--- config.mk ---
export PLATFORM = sky130hd
export DESIGN_NAME = config_record_seal_and_verify
export DESIGN_NICKNAME = d
export VERILOG_FILES = /design/src/rtl/crcsv_pkg.sv /design/src/rtl/config_record_seal_and_verify.sv /design/src/rtl/crcsv_cfg.sv /design/src/rtl/crcsv_track.sv
export SDC_FILE = /design/constraint.sdc
export NUM_CORES = 1
export LEC_CHECK = 0
export BUFFER_PORTS_ARGS = -buffer_cell sky130_fd_sc_hd__buf_2
export CORE_MARGIN = 2
export CORE_UTILIZATION = 55
export DETAILED_ROUTE_END_ITERATION = 16
export GPL_TIMING_DRIVEN = 0
export PLACE_DENSITY_LB_ADDON = 0.12
export SLEW_MARGIN = 10
export SYNTH_ARGS = -nofsm -noshare
export SYNTH_HDL_FRONTEND = slang
export SYNTH_SLANG_ARGS = --single-unit
export TNS_END_PERCENT = 50
--- constraint.sdc ---
create_clock -name i_clk -period 12.3 [get_ports i_clk]
set_input_delay 1.845 -clock i_clk [delete_from_list [all_inputs] [get_ports i_clk]]
set_output_delay 1.845 -clock i_clk [all_outputs]
set_load 0.1 [all_outputs]
--- src/rtl/crcsv_pkg.sv ---
// ============================================================================
// crcsv_pkg
// Shared types, constants and CRC helpers for the record seal/verify block.
// ============================================================================
package crcsv_pkg;

    // Record framing constants
    localparam logic [31:0] MAGIC_WORD = 32'h55AA_55AA;
    localparam logic [15:0] CRC_INIT   = 16'hFFFF;
    localparam logic [15:0] CRC_POLY   = 16'hA001;
    localparam logic [15:0] MIN_LENGTH = 16'd6;

    // Configuration register indexes
    localparam int CFG_IDX_W = 2;
    typedef logic [CFG_IDX_W-1:0] t_cfg_idx;
    localparam t_cfg_idx REG_RECORD_LENGTH = 2'd0;
    localparam t_cfg_idx REG_SEAL_MODE     = 2'd1;

    // Configuration register contents
    typedef struct packed {
        logic [15:0] record_length;
        logic        seal_mode;
    } t_cfg;

    // One result word
    typedef struct packed {
        logic [7:0] out_byte;
        logic       end_of_record;
        logic       magic_ok;
        logic       crc_ok;
        logic       record_ok;
    } t_result;

    // Advance a reflected CRC-16/MODBUS by one byte
    function automatic logic [15:0] crc_byte(input logic [15:0] crc_in,
                                             input logic [7:0]  b);
        logic [15:0] c;
        c = crc_in ^ {8'h00, b};
        for (int i = 0; i < 8; i++) begin
            c = c[0] ? ((c >> 1) ^ CRC_POLY) : (c >> 1);
        end
        return c;
    endfunction

    // Magic byte expected at a header position (little-endian)
    function automatic logic [7:0] magic_byte(input logic [1:0] sel);
        logic [31:0] w;
        w = MAGIC_WORD >> {sel, 3'b000};
        return w[7:0];
    endfunction

endpackage

--- src/rtl/config_record_seal_and_verify.sv ---
// ============================================================================
// config_record_seal_and_verify
// Streams a configuration record, checking or inserting magic and CRC-16.
// ============================================================================
// Usage:
//   Input channel (i_in_valid / o_in_ready / i_data_byte) takes one record
//   byte per word, in address order. Output channel (o_out_valid /
//   i_out_ready) returns one word per input byte: the echoed or sealed
//   byte; the last adds end-of-record and magic flags, plus CRC and record
//   verdicts in verify mode. Configuration channel (i_cfg_valid /
//   o_cfg_ready) writes record_length (index 0) and seal_mode (index 1);
//   it is always ready. Write it only while no byte is in flight.
//   A byte accepted into the input register moves on to the result register,
//   and so to the output, once the result stage is free.
//   Throughput: one byte per cycle while the receiver takes each word; the
//   eight-bit CRC update is unrolled between the input and result registers.
//   Reset clears both stages, the record state (position 0, CRC FFFF) and
//   the registers (length 6, verify mode). A stalled receiver holds the
//   result register; one more byte waits in the input register, then
//   o_in_ready drops.
// ============================================================================
module config_record_seal_and_verify
    import crcsv_pkg::*;
(
    input  logic           i_clk,
    input  logic           i_rst_n,
    input  logic           i_cfg_valid,
    output logic           o_cfg_ready,
    input  t_cfg_idx       i_cfg_index,
    input  logic [15:0]    i_cfg_data,
    input  logic           i_in_valid,
    output logic           o_in_ready,
    input  logic [7:0]     i_data_byte,
    output logic           o_out_valid,
    input  logic           i_out_ready,
    output logic [7:0]     o_out_byte,
    output logic           o_end_of_record,
    output logic           o_magic_ok,
    output logic           o_crc_ok,
    output logic           o_record_ok
);

    t_cfg       cfg;
    t_result    step_res;
    logic       out_free;
    logic       advance;
    logic       in_fire;

    logic       r_in_valid;
    logic [7:0] r_in_byte;
    logic       r_out_valid;
    t_result    r_out;

    assign o_cfg_ready = 1'b1;

    crcsv_cfg u_cfg (
        .i_clk   (i_clk),
        .i_rst_n (i_rst_n),
        .i_wr    (i_cfg_valid && o_cfg_ready),
        .i_index (i_cfg_index),
        .i_data  (i_cfg_data),
        .o_cfg   (cfg)
    );

    crcsv_track u_track (
        .i_clk    (i_clk),
        .i_rst_n  (i_rst_n),
        .i_cfg    (cfg),
        .i_step   (advance),
        .i_byte   (r_in_byte),
        .o_result (step_res)
    );

    // Handshake between the two register stages
    assign out_free   = !r_out_valid || i_out_ready;
    assign advance    = r_in_valid && out_free;
    assign o_in_ready = !r_in_valid || out_free;
    assign in_fire    = i_in_valid && o_in_ready;

    // Input register: hold the byte until the result stage takes it
    always_ff @(posedge i_clk) begin
        if (!i_rst_n) begin
            r_in_valid <= 1'b0;
        end else if (in_fire) begin
            r_in_valid <= 1'b1;
        end else if (advance) begin
            r_in_valid <= 1'b0;
        end
    end

    always_ff @(posedge i_clk) begin
        if (in_fire) begin
            r_in_byte <= i_data_byte;
        end
    end

    // Result register: load on advance, drop once the word is taken
    always_ff @(posedge i_clk) begin
        if (!i_rst_n) begin
            r_out_valid <= 1'b0;
        end else if (advance) begin
            r_out_valid <= 1'b1;
        end else if (i_out_ready) begin
            r_out_valid <= 1'b0;
        end
    end

    always_ff @(posedge i_clk) begin
        if (advance) begin
            r_out <= step_res;
        end
    end

    assign o_out_valid     = r_out_valid;
    assign o_out_byte      = r_out.out_byte;
    assign o_end_of_record = r_out.end_of_record;
    assign o_magic_ok      = r_out.magic_ok;
    assign o_crc_ok        = r_out.crc_ok;
    assign o_record_ok     = r_out.record_ok;

`ifndef NO_ASSERTIONS
    // Verdict flags appear only on the last word of a record
    a_flags_on_eor: assert property (@(posedge i_clk) disable iff (!i_rst_n)
        (o_out_valid && (o_magic_ok || o_crc_ok || o_record_ok)) |-> o_end_of_record)
        else $error("verdict flag outside end of record");

    // Record verdict is the conjunction of magic and CRC checks
    a_record_ok: assert property (@(posedge i_clk) disable iff (!i_rst_n)
        (o_out_valid && o_record_ok) |-> (o_magic_ok && o_crc_ok))
        else $error("record_ok without magic_ok and crc_ok");

    // A stalled input stage never accepts another byte
    a_no_overrun: assert property (@(posedge i_clk) disable iff (!i_rst_n)
        (r_in_valid && r_out_valid && !i_out_ready) |-> !o_in_ready)
        else $error("input accepted while both stages are full");

    // Reset empties the result stage
    a_reset_empty: assert property (@(posedge i_clk)
        !i_rst_n |=> !o_out_valid)
        else $error("result valid after reset");
`endif

endmodule

--- src/rtl/crcsv_cfg.sv ---
// ============================================================================
// crcsv_cfg
// Configuration registers: record length and seal mode.
// ============================================================================
module crcsv_cfg
    import crcsv_pkg::*;
(
    input  logic        i_clk,
    input  logic        i_rst_n,
    input  logic        i_wr,
    input  t_cfg_idx    i_index,
    input  logic [15:0] i_data,
    output t_cfg        o_cfg
);

    t_cfg r_cfg;

    // Write the addressed register; drop writes to unknown indexes
    always_ff @(posedge i_clk) begin
        if (!i_rst_n) begin
            r_cfg.record_length <= MIN_LENGTH;
            r_cfg.seal_mode     <= 1'b0;
        end else if (i_wr) begin
            case (i_index)
                REG_RECORD_LENGTH: r_cfg.record_length <= i_data;
                REG_SEAL_MODE:     r_cfg.seal_mode     <= i_data[0];
                default:           r_cfg               <= r_cfg;
            endcase
        end
    end

    assign o_cfg = r_cfg;

endmodule

--- src/rtl/crcsv_track.sv ---
// ============================================================================
// crcsv_track
// Per-record state and the combinational byte step: magic check, CRC update,
// seal substitution and end-of-record verdict.
// ============================================================================
module crcsv_track
    import crcsv_pkg::*;
(
    input  logic       i_clk,
    input  logic       i_rst_n,
    input  t_cfg       i_cfg,
    input  logic       i_step,
    input  logic [7:0] i_byte,
    output t_result    o_result
);

    logic [15:0] r_pos;
    logic [15:0] r_crc;
    logic        r_mismatch;
    logic [7:0]  r_stored_lo;

    logic [15:0] n_pos;
    logic [15:0] n_crc;
    logic        n_mismatch;
    logic [7:0]  n_stored_lo;

    logic [15:0] len;
    logic [15:0] last_pos;
    logic        in_header;
    logic        mismatch;
    logic [7:0]  ob;
    t_result     res;

    // Clamp the length and locate the record's last position
    assign len       = (i_cfg.record_length < MIN_LENGTH) ? MIN_LENGTH
                                                          : i_cfg.record_length;
    assign last_pos  = len - 16'd1;
    assign in_header = (r_pos[15:2] == 14'd0);
    assign mismatch  = r_mismatch |
                       (in_header && (i_byte != magic_byte(r_pos[1:0])));

    // Form the result and the next record state
    always_comb begin
        ob          = i_byte;
        res         = '0;
        n_pos       = r_pos + 16'd1;
        n_crc       = r_crc;
        n_mismatch  = mismatch;
        n_stored_lo = r_stored_lo;
        if (r_pos >= last_pos) begin
            res.end_of_record = 1'b1;
            res.magic_ok      = !mismatch;
            if (i_cfg.seal_mode) begin
                ob = r_crc[15:8];
            end else begin
                res.crc_ok    = ({i_byte, r_stored_lo} == r_crc);
                res.record_ok = !mismatch && ({i_byte, r_stored_lo} == r_crc);
            end
            n_pos       = '0;
            n_crc       = CRC_INIT;
            n_mismatch  = 1'b0;
            n_stored_lo = '0;
        end else if (r_pos == last_pos - 16'd1) begin
            n_stored_lo = i_byte;
            if (i_cfg.seal_mode) begin
                ob = r_crc[7:0];
            end
        end else begin
            if (i_cfg.seal_mode && in_header) begin
                ob = magic_byte(r_pos[1:0]);
            end
            n_crc = crc_byte(r_crc, ob);
        end
        res.out_byte = ob;
    end

    // Advance the record state on each accepted byte
    always_ff @(posedge i_clk) begin
        if (!i_rst_n) begin
            r_pos       <= '0;
            r_crc       <= CRC_INIT;
            r_mismatch  <= 1'b0;
            r_stored_lo <= '0;
        end else if (i_step) begin
            r_pos       <= n_pos;
            r_crc       <= n_crc;
            r_mismatch  <= n_mismatch;
            r_stored_lo <= n_stored_lo;
        end
    end

    assign o_result = res;

endmodule
== Yosys cells after proc, flatten, opt, wreduce, memory -nomap -nowiden ==
Index checks and enable logic that the tools add are counted.

* Bits in registers: 80
* Bits in latches: 0
* Bits in writable memories: 0
* Memory bits (read-only): 0
* Output and inout bits: 15
* Memories: 0

* $add $sub $neg: 3
* $mul: 0
* Div/mod/pow operators: 0
* Order comparisons: 2
* Eq/ne operators: 5
* Shift operators: 1
* Multiplexer cells: 28
* Bitwise logic cells: 11
* Reduce and logical (&&, ||, !) cells: 20

{| class="wikitable"
|+ Operator list
! kind !! count
|-
| 16-bit two-way mux || 12
|-
| 8-bit two-way mux || 9
|-
| 16-bit equality test || 2
|-
| 16-bit by 1-bit subtractor with 16-bit output, second input constant || 2
|-
| 31-bit by 5-bit right shift with 8-bit output, first input constant || 1
|-
| 2-bit NOT with 3-bit output || 8
|-
| 16-bit by 1-bit adder with 16-bit output, second input constant || 1
|-
| 16-bit >= comparator || 1
|-
| 16-bit by 3-bit less-than comparator with 1-bit output, second input constant || 1
|-
| 16-bit by 8-bit XOR with 16-bit output || 1
|-
| 14-bit zero test || 1
|-
| 8-bit != test || 1
|-
| 2-bit AND reduction || 4
|-
| 2-bit nonzero test || 3
|-
| 1-bit logical AND || 5
|-
| 1-bit two-way mux || 5
|-
| 4-bit two-way mux || 1
|-
| 1-bit zero test || 3
|-
| 2-bit by 1-bit equality test with 1-bit output, second input constant || 1
|-
| 2-bit zero test || 1
|-
| 1-bit logical OR || 2
|-
| 2-bit two-way mux || 1
|-
| 2-bit by 1-bit != test with 1-bit output, second input constant || 1
|-
| 2-bit OR reduction || 1
|-
| 2 further kinds || 2
|}

== Logic depth before layout (Yosys ltp) ==
Gate-level depths: netlist of the first run.

* Word-level depth: 26
* Depth in mapped cells: 21
* Mapped depth without buffers: 19

== By module ==
A second synthesis of the first run with hierarchy kept.

* Cells, all modules: 637
* Area total of the unflattened synthesis: 5,584.1 um^2

{| class="wikitable"
|+ By module, submodules not included
! module !! instances !! cells an instance !! area each (um^2) !! sequential area each (um^2)
|-
| crcsv_track || 1 || 532 || 4,160.2 || 820.8
|-
| config_record_seal_and_verify || 1 || 31 || 715.7 || 640.6
|-
| crcsv_cfg || 1 || 74 || 708.2 || 340.3
|}

== Worst setup path after synthesis of the first run ==
Ideal clock, no wire load.

* Kind: flip-flop to flip-flop
* Start point: reg u_cfg.r_cfg, in the netlist u_cfg.o_cfg[6]
* End point: reg r_out, in the netlist o_out_byte[0] (data pin)
* Setup time: 0.275 ns
* Arrival: 4.944 ns
* Data required time: 12.025 ns
* Path slack: 7.081 ns
* Stages on the path, launching flop included: 19
* Buffers on the path: 3
* Clock period less this slack: 5.219 ns
* Cell sequence: dfxtp_1 -> buf_6 -> or4_1 -> buf_2 -> o41ai_4 -> ha_1 -> nor3b_1 -> nand2_1 -> o31ai_1 -> inv_1 -> ha_1 -> nand4_1 -> or4_1 -> o21a_1 -> inv_1 -> clkbuf_1 -> nor2_1 -> a211oi_1 -> o221ai_1

{| class="wikitable"
|+ RTL lines
! element !! RTL line !! RTL
|-
| start: declaration || crcsv_cfg.sv:16 || <nowiki>t_cfg r_cfg;</nowiki>
|-
| start signal: assignment || crcsv_cfg.sv:27 || <nowiki>default: r_cfg <= r_cfg;</nowiki>
|-
| end signal: assignment || config_record_seal_and_verify.sv:110 || <nowiki>r_out <= step_res;</nowiki>
|-
| end: declaration || config_record_seal_and_verify.sv:52 || <nowiki>t_result r_out;</nowiki>
|}

==> metrics.yaml, run 1 <==
status: "finished, final reports clean"
layout.cells.most_common: "dfxtp_1"
setup_viol: 0
gp_congestion: 0.921
tns_ns: 0
postCtsHoldBufs: 0
crit-reg2reg-launch: "u_cfg.o_cfg[9]"
vias: 4732
cts_tree: "done"
synth_fp_nets: 664
critPathCaptureType: "flop"
final_nets: 719
clock_latency_ns: 0.38
htreeDepth: 3
rows: 36
power.density_nw_per_um2: 112
synth_edf_count: 20
start_kind: "flop"
maxSlewViolCount: 0
ys_seq_area_share_pct: 33.7
hold_end: "u_track.r_mismatch"
skew_ns: 0.0120
final_cell_mix: "60 x dfxtp_1, 56 x nand2_1, 49 x buf_2"
met1_usage_pct: 39.7
drtIter0Drc: 272
final.period_utilization_pct: 52.2
grt_pass1_vias: 4218
cp.required_ns: 12.54
ioPinCount: 46
fin_crit_ns: 6.43
synth.distinct_cells: 75
die_h_um: 103
synthFlopType: "dfxtp_1"
die_w_um: 103
numClockSinks: 80
syn_to_final_growth_pct: 11.1
fillers: 897
reg2reg_slack_ns: 5.87
ys_warn_count: 0
ctsResizeCount: 0
r2r-end: "o_out_byte[3]"
antenna_cells: 0
hold_viol: 0
vias_per_cell: 5.89
worstHoldStart: "u_track.r_mismatch"
wl_um: 13400
clk_pin_slew_worst_paths_ns: 0.09
leakagePower_nw: 2.24
fp.dieArea_um2: 10500
wire_per_inst_um: 16.7
grt_max_degree: 20
ys_ff_latch: 80
crit_arrival_ns: 6.67
gr-usage-all-layers_pct: 26.5
rsz0062_at_grt: "no"
synthCells: 610
postCtsSetupRepairBufs: 0
post-route-util_pct: 62.0
tightest_slew_ns: 0.948
core_area_um2: 9590
syn_area_per_cell_um2: 8.78
grt_first_pass_wirelength_um: 21600
drcViolationCount: 0
r2r_cells: 18
layout-drive-gt1-share_pct: 12.7
max_cap_viol_count: 0
port_buffers: 44
min_path_type: "reg2reg"
use_met3_pct: 5.49
busiest_layer: "met1"
slew_headroom_pct: 36.3
grt_antenna_before_repair: 0
clk_path_buf_depth: 2
first_pass_iters: 5
ir_drop_mv: 0.0835
final_antenna_net_count: 0
async_reset_ff_share_pct: 0
worstPathMaxFanout: 10
initial_utilization_pct: 55.8
path_class: "reg2reg"
dp_hpwl_um: 10200
cts-root-buf: "clkbuf_8"
fmax_ghz: 0.156
met2_usage_pct: 38.6
globalRouteOverflowTotal: 0
cts_inserted_buffers: 9
whs_path_depth: 2
syn_area_um2: 5350
==> layer usage <==
layer	vias up	part of all wire (%)
met1	2181	49
met4	0	1.6
met2	192	42
met3	20	6.7
li1	2339	-
met5	-	0
==> metrics by stage <==
stage	cell area [um2]	worst slack (ns)	total power, mW	std cells	hold slack (ns)
floorplan	5350	7.08	0.421	610	0.466
global placement	5740	6.08	0.454	787	0.476
detailed placement	5740	6.01	0.456	787	0.486
CTS	5950	5.96	0.664	803	0.501
global route	5950	5.38	0.693	803	0.531
finish	5950	5.87	0.665	803	0.503
==> Yosys cell counts (7+ instances only) <==
master | n | share of area, %
o32a_1 | 17 | 3.2
a211oi_1 | 7 | 0.98
nor3_1 | 20 | 1.9
dfxtp_1 | 60 | 22
xor2_1 | 43 | 7.0
o31ai_1 | 7 | 0.98
inv_1 | 22 | 1.5
nand4_1 | 12 | 1.4
nor4_1 | 12 | 1.4
edfxtp_1 | 20 | 11
nand3_1 | 21 | 2.0
or4_1 | 7 | 0.98
xnor2_1 | 40 | 6.5
o21ai_1 | 9 | 0.84
nor2_1 | 43 | 3.0
nand2_1 | 56 | 3.9
a21oi_1 | 38 | 3.6
clkbuf_1 | 28 | 2.0
ha_1 | 23 | 5.4
==> cell families (layout without fill, tap and decap cells) <==
kind of cell    Yosys count  in the layout  share of synthesized area (%)
simple gates            220            220                           21.8
xor+xnor                 84             84                           14.0
fa+ha+maj                23             23                           5.38
buf+inv                  60            120                           4.67
compound gates          135            135                           19.1
flops                    80             80                           33.7
other cells               1              1                         0.0700
mux                       7              7                           1.33
==> critical path, stage by stage (launching register included) <==
cell	delay (ns)
dfxtp_1	0.39
or4_1	0.53
buf_2	0.19
o41ai_4	0.59
ha_1	0.33
nor3b_1	0.55
nand2_1	0.14
o31ai_1	0.83
inv_1	0.14
ha_1	0.33
a21o_1	0.17
a21oi_1	0.15
nor2_1	0.05
a211oi_1	0.26
o21a_1	0.36
inv_1	0.10
clkbuf_1	0.28
nor4_1	0.69
a211o_1	0.21
==> flip-flops by register name (all words and copies together), names as in the netlist, 8 cells and up <==
| signal | count |
|---|---|
| u_cfg.o_cfg | 17 |
| o_out_byte | 8 |
| u_track.r_pos | 16 |
| u_track.r_crc | 16 |
| u_track.r_stored_lo | 8 |
| r_in_byte | 8 |
==> final cells by class <==
| class | count | area [um2] | share of cell area (%) |
|---|---|---|---|
| clock inverters | 7 | 85.1 | 1.43 |
| clock buffers | 9 | 124 | 2.08 |
| multi-input cells | 470 | 3300 | 55.5 |
| repair buffers | 44 | 220 | 3.70 |
| well taps | 133 | 166 | 2.80 |
| plain buffers | 36 | 160 | 2.69 |
| flip-flops and latches | 80 | 1800 | 30.3 |
| inverters | 24 | 90.1 | 1.51 |
==> worst max-delay path by stage <==
stage                        start             to  cells past startpoint  slack [ns]
finish              u_cfg.o_cfg[9]  o_out_byte[3]                     18        5.87
global route        u_cfg.o_cfg[9]  o_out_byte[4]                     19        5.38
CTS                 u_cfg.o_cfg[9]  o_out_byte[3]                     18        5.96
detailed placement  u_cfg.o_cfg[9]  o_out_byte[3]                     18        6.01
global placement    u_cfg.o_cfg[6]  o_out_byte[3]                     19        6.08
floorplan           u_cfg.o_cfg[6]  o_out_byte[0]                     18        7.08
==> power by group <==
group	internal, mW	total (mW)	switching (mW)
clock	0.0980	0.211	0.113
sequential	0.283	0.302	0.0188
combinational	0.0584	0.152	0.0937
Note: power is estimated with default switching activity, not from simulation.
==> inputs of run 2 (changes only) <==
ABC_AREA = 1   (was default)
clock period = 5.55 ns   (was 12.3 ns; I/O delays follow)
==> run 2 against run 1 <==
Net effect: sequential share of layout area is 2.2 points lower; global-route usage up 4.0 points; clock skew shrank 0.0036 ns; largest power group unchanged; synthesized area is 8.2% higher; sequential power up 120%; largest cell class unchanged; register-to-register slack got worse by 5.4 ns.
==> metrics.yaml, run 2 <==
gp_congestion: 0.981
cts-root-buf: "clkbuf_8"
numClockSinks: 80
power_switching_mw: 0.514
cts_inserted_buffers: 9
vias_per_cell: 5.58
final_antenna_net_count: 0
ys_warn_count: 0
status: "finished, final reports clean"
synth_edf_count: 20
largest_reg_flops: 17
yosysMostFrequentCell: "nand2_1"
clk_pin_slew_worst_paths_ns: 0.08
crit_arrival_ns: 5.22
drcViolationCount: 0
globalRouteOverflowTotal: 0
final_cell_mix: "264 x nand2_1, 95 x inv_1, 93 x nand3_1"
first_pass_iters: 8
syn_area_per_cell_um2: 6.67
yosys.area_share.adder_pct: 4.97
muxShareOfSynthArea_pct: 0
synth_xor_area_share_pct: 4.43
worstPathMaxFanout: 10
fin_crit_ns: 5.05
ys_seq_area_share_pct: 31.1
min_path_type: "reg2reg"
max_cap_viol_count: 0
wl_um: 16600
fp.dieArea_um2: 11400
cts_tree: "done"
syn_area_um2: 5800
tns_ns: 0
start_kind: "flop"
pwr-share-comb_pct: 26.0
ioPinCount: 46
port_buffers: 43
power_mw: 1.52
core_area_um2: 10300
drtIter0Drc: 605
synth_top_family_by_area: "simple AND/OR/NAND/NOR gates"
fmax_ghz: 0.198
wire_per_inst_um: 15.5
antenna_cells: 0
async_reset_ff_share_pct: 0
vias: 5945
yosysTopAreaCellShare_pct: 20.7
maxSlewViolCount: 0
die_h_um: 107
synth_simple_gate_area_share_pct: 39.9
synth_fp_nets: 923
tightest_slew_ns: 1.26
synthFlopType: "dfxtp_1"
ir_drop_mv: 0.257
seqPwrFrac_pct: 43.6
grt_antenna_before_repair: 0
power.density_nw_per_um2: 237
hold_viol: 0
cp.required_ns: 5.72
clock_latency_ns: 0.36
final_nets: 978
layout.cells.most_common: "nand2_1"
synth_common_cells: "264 x nand2_1, 95 x inv_1, 93 x nand3_1, 70 x nor2_1, 60 x dfxtp_1"
clkPwrFrac_pct: 30.5
grt_first_pass_wirelength_um: 27000
final.period_utilization_pct: 91.0
skew_ns: 0.00835
critPathCaptureType: "flop"
synth_area_leader_cell: "dfxtp_1"
fillers: 978
htreeDepth: 3
slew_headroom_pct: 15.9
swShare_pct: 33.8
rows: 37
grt_max_degree: 22
intPower_mw: 1.01
synth_compound_area_share_pct: 11.1
die_w_um: 107
rsz0062_at_grt: "no"
syn_to_final_growth_pct: 10.7
synthCells: 869
clk_path_buf_depth: 2
initial_utilization_pct: 56.4
synth.area.top_cells: "dfxtp_1 21%, nand2_1 17%, edfxtp_1 10%"
layout-drive-gt1-share_pct: 12.1
grt_pass1_vias: 5425
dp_hpwl_um: 13100
path_class: "reg2reg"
ys_ff_latch: 80
gr-usage-all-layers_pct: 30.5
synth.distinct_cells: 48
setup_viol: 0
leakagePower_nw: 3.05
run 2: power by group through the flow:
stage	Sequential (mW)	Combinational, mW	Clock [mW]
6_report	0.663	0.395	0.463
5_1_grt	0.665	0.442	0.498
4_1_cts	0.661	0.388	0.471
3_5_place_dp	0.674	0.385	0
3_3_place_gp	0.674	0.379	0
2_1_floorplan	0.702	0.260	0
run 2: worst max-delay path: stages (launching register included):
cell	delay, ns
dfxtp_1	0.55
nor2_4	0.10
nand2_2	0.10
nor2_4	0.05
nand2_8	0.12
inv_1	0.04
or2_2	0.29
inv_1	0.16
ha_1	0.20
inv_1	0.06
nor2_1	0.39
nand4_2	0.24
o21ai_0	0.20
nand2_1	0.22
ha_1	0.35
nand2_1	0.07
inv_1	0.04
o21ai_0	0.07
a21oi_1	0.10
a2111oi_2	0.30
nand3_1	0.23
inv_1	0.24
nand4_1	0.20
inv_1	0.30
nand2_1	0.09
o211ai_1	0.14
run 2: stage by stage:
| step | utilization [%] | area (um2) | instances | hold WS, ns | setup WS, ns |
|---|---|---|---|---|---|
| 6_report | 62.4 | 6410 | 1065 | 0.471 | 0.499 |
| 5_1_grt | 62.4 | 6410 | 1065 | 0.488 | 0.0828 |
| 4_1_cts | 62.3 | 6410 | 1065 | 0.470 | 0.275 |
| 3_5_place_dp | 60.1 | 6180 | 1048 | 0.459 | 0.0268 |
| 3_3_place_gp | 60.1 | 6180 | 1048 | 0.458 | 0.122 |
| 2_1_floorplan | - | 5800 | 869 | 0.448 | 1.40 |
run 2: repair_timing:
action | 4_1_cts | 5_1_grt
resized for setup | 0 | 4
setup buffers | 1 | 0
hold buffers | 0 | 0
setup endpoints to repair | 4 | 40
pin swaps | 1 | 0
run 2: per-layer routing:
| metal | GRT usage [%] | wire (um) |
|---|---|---|
| met1 | 45.4 | 7680 |
| met2 | 43.2 | 6810 |
| met3 | 8.39 | 1750 |
| met4 | 8.44 | 318 |
| met5 | 0 | 0 |
run 2: layout make-up:
cell class                 instances  area [um2]  area share [%]
timing repair buffer              44         223            3.47
tap                              136         170            2.65
clock buffer                      14         184            2.87
buffer                            22         104            1.62
clock inverter                     2        35.0           0.546
multi-input combinational        663        3510            54.7
sequential                        80        1800            28.1
inverter                         104         390            6.09
run 2: worst paths after layout:
path,from,to,cells past startpoint,slack (ns)
max reg2reg,u_cfg.o_cfg[9],o_out_byte[0],25,0.50
max,u_cfg.o_cfg[9],o_out_byte[0],25,0.50
min,u_track.r_stored_lo[7],u_track.r_stored_lo[7],2,0.47
min reg2reg,u_track.r_stored_lo[7],u_track.r_stored_lo[7],2,0.47
run 2: logic make-up (layout without fill, tap and decap cells):
| logic type | count (synthesis) | after routing |
|---|---|---|
| simple gates | 504 | 504 |
| buf+inv | 126 | 186 |
| compound gates | 109 | 109 |
| flops | 80 | 80 |
| xor+xnor | 26 | 26 |
| fa+ha+maj | 23 | 23 |
| other cells | 1 | 1 |
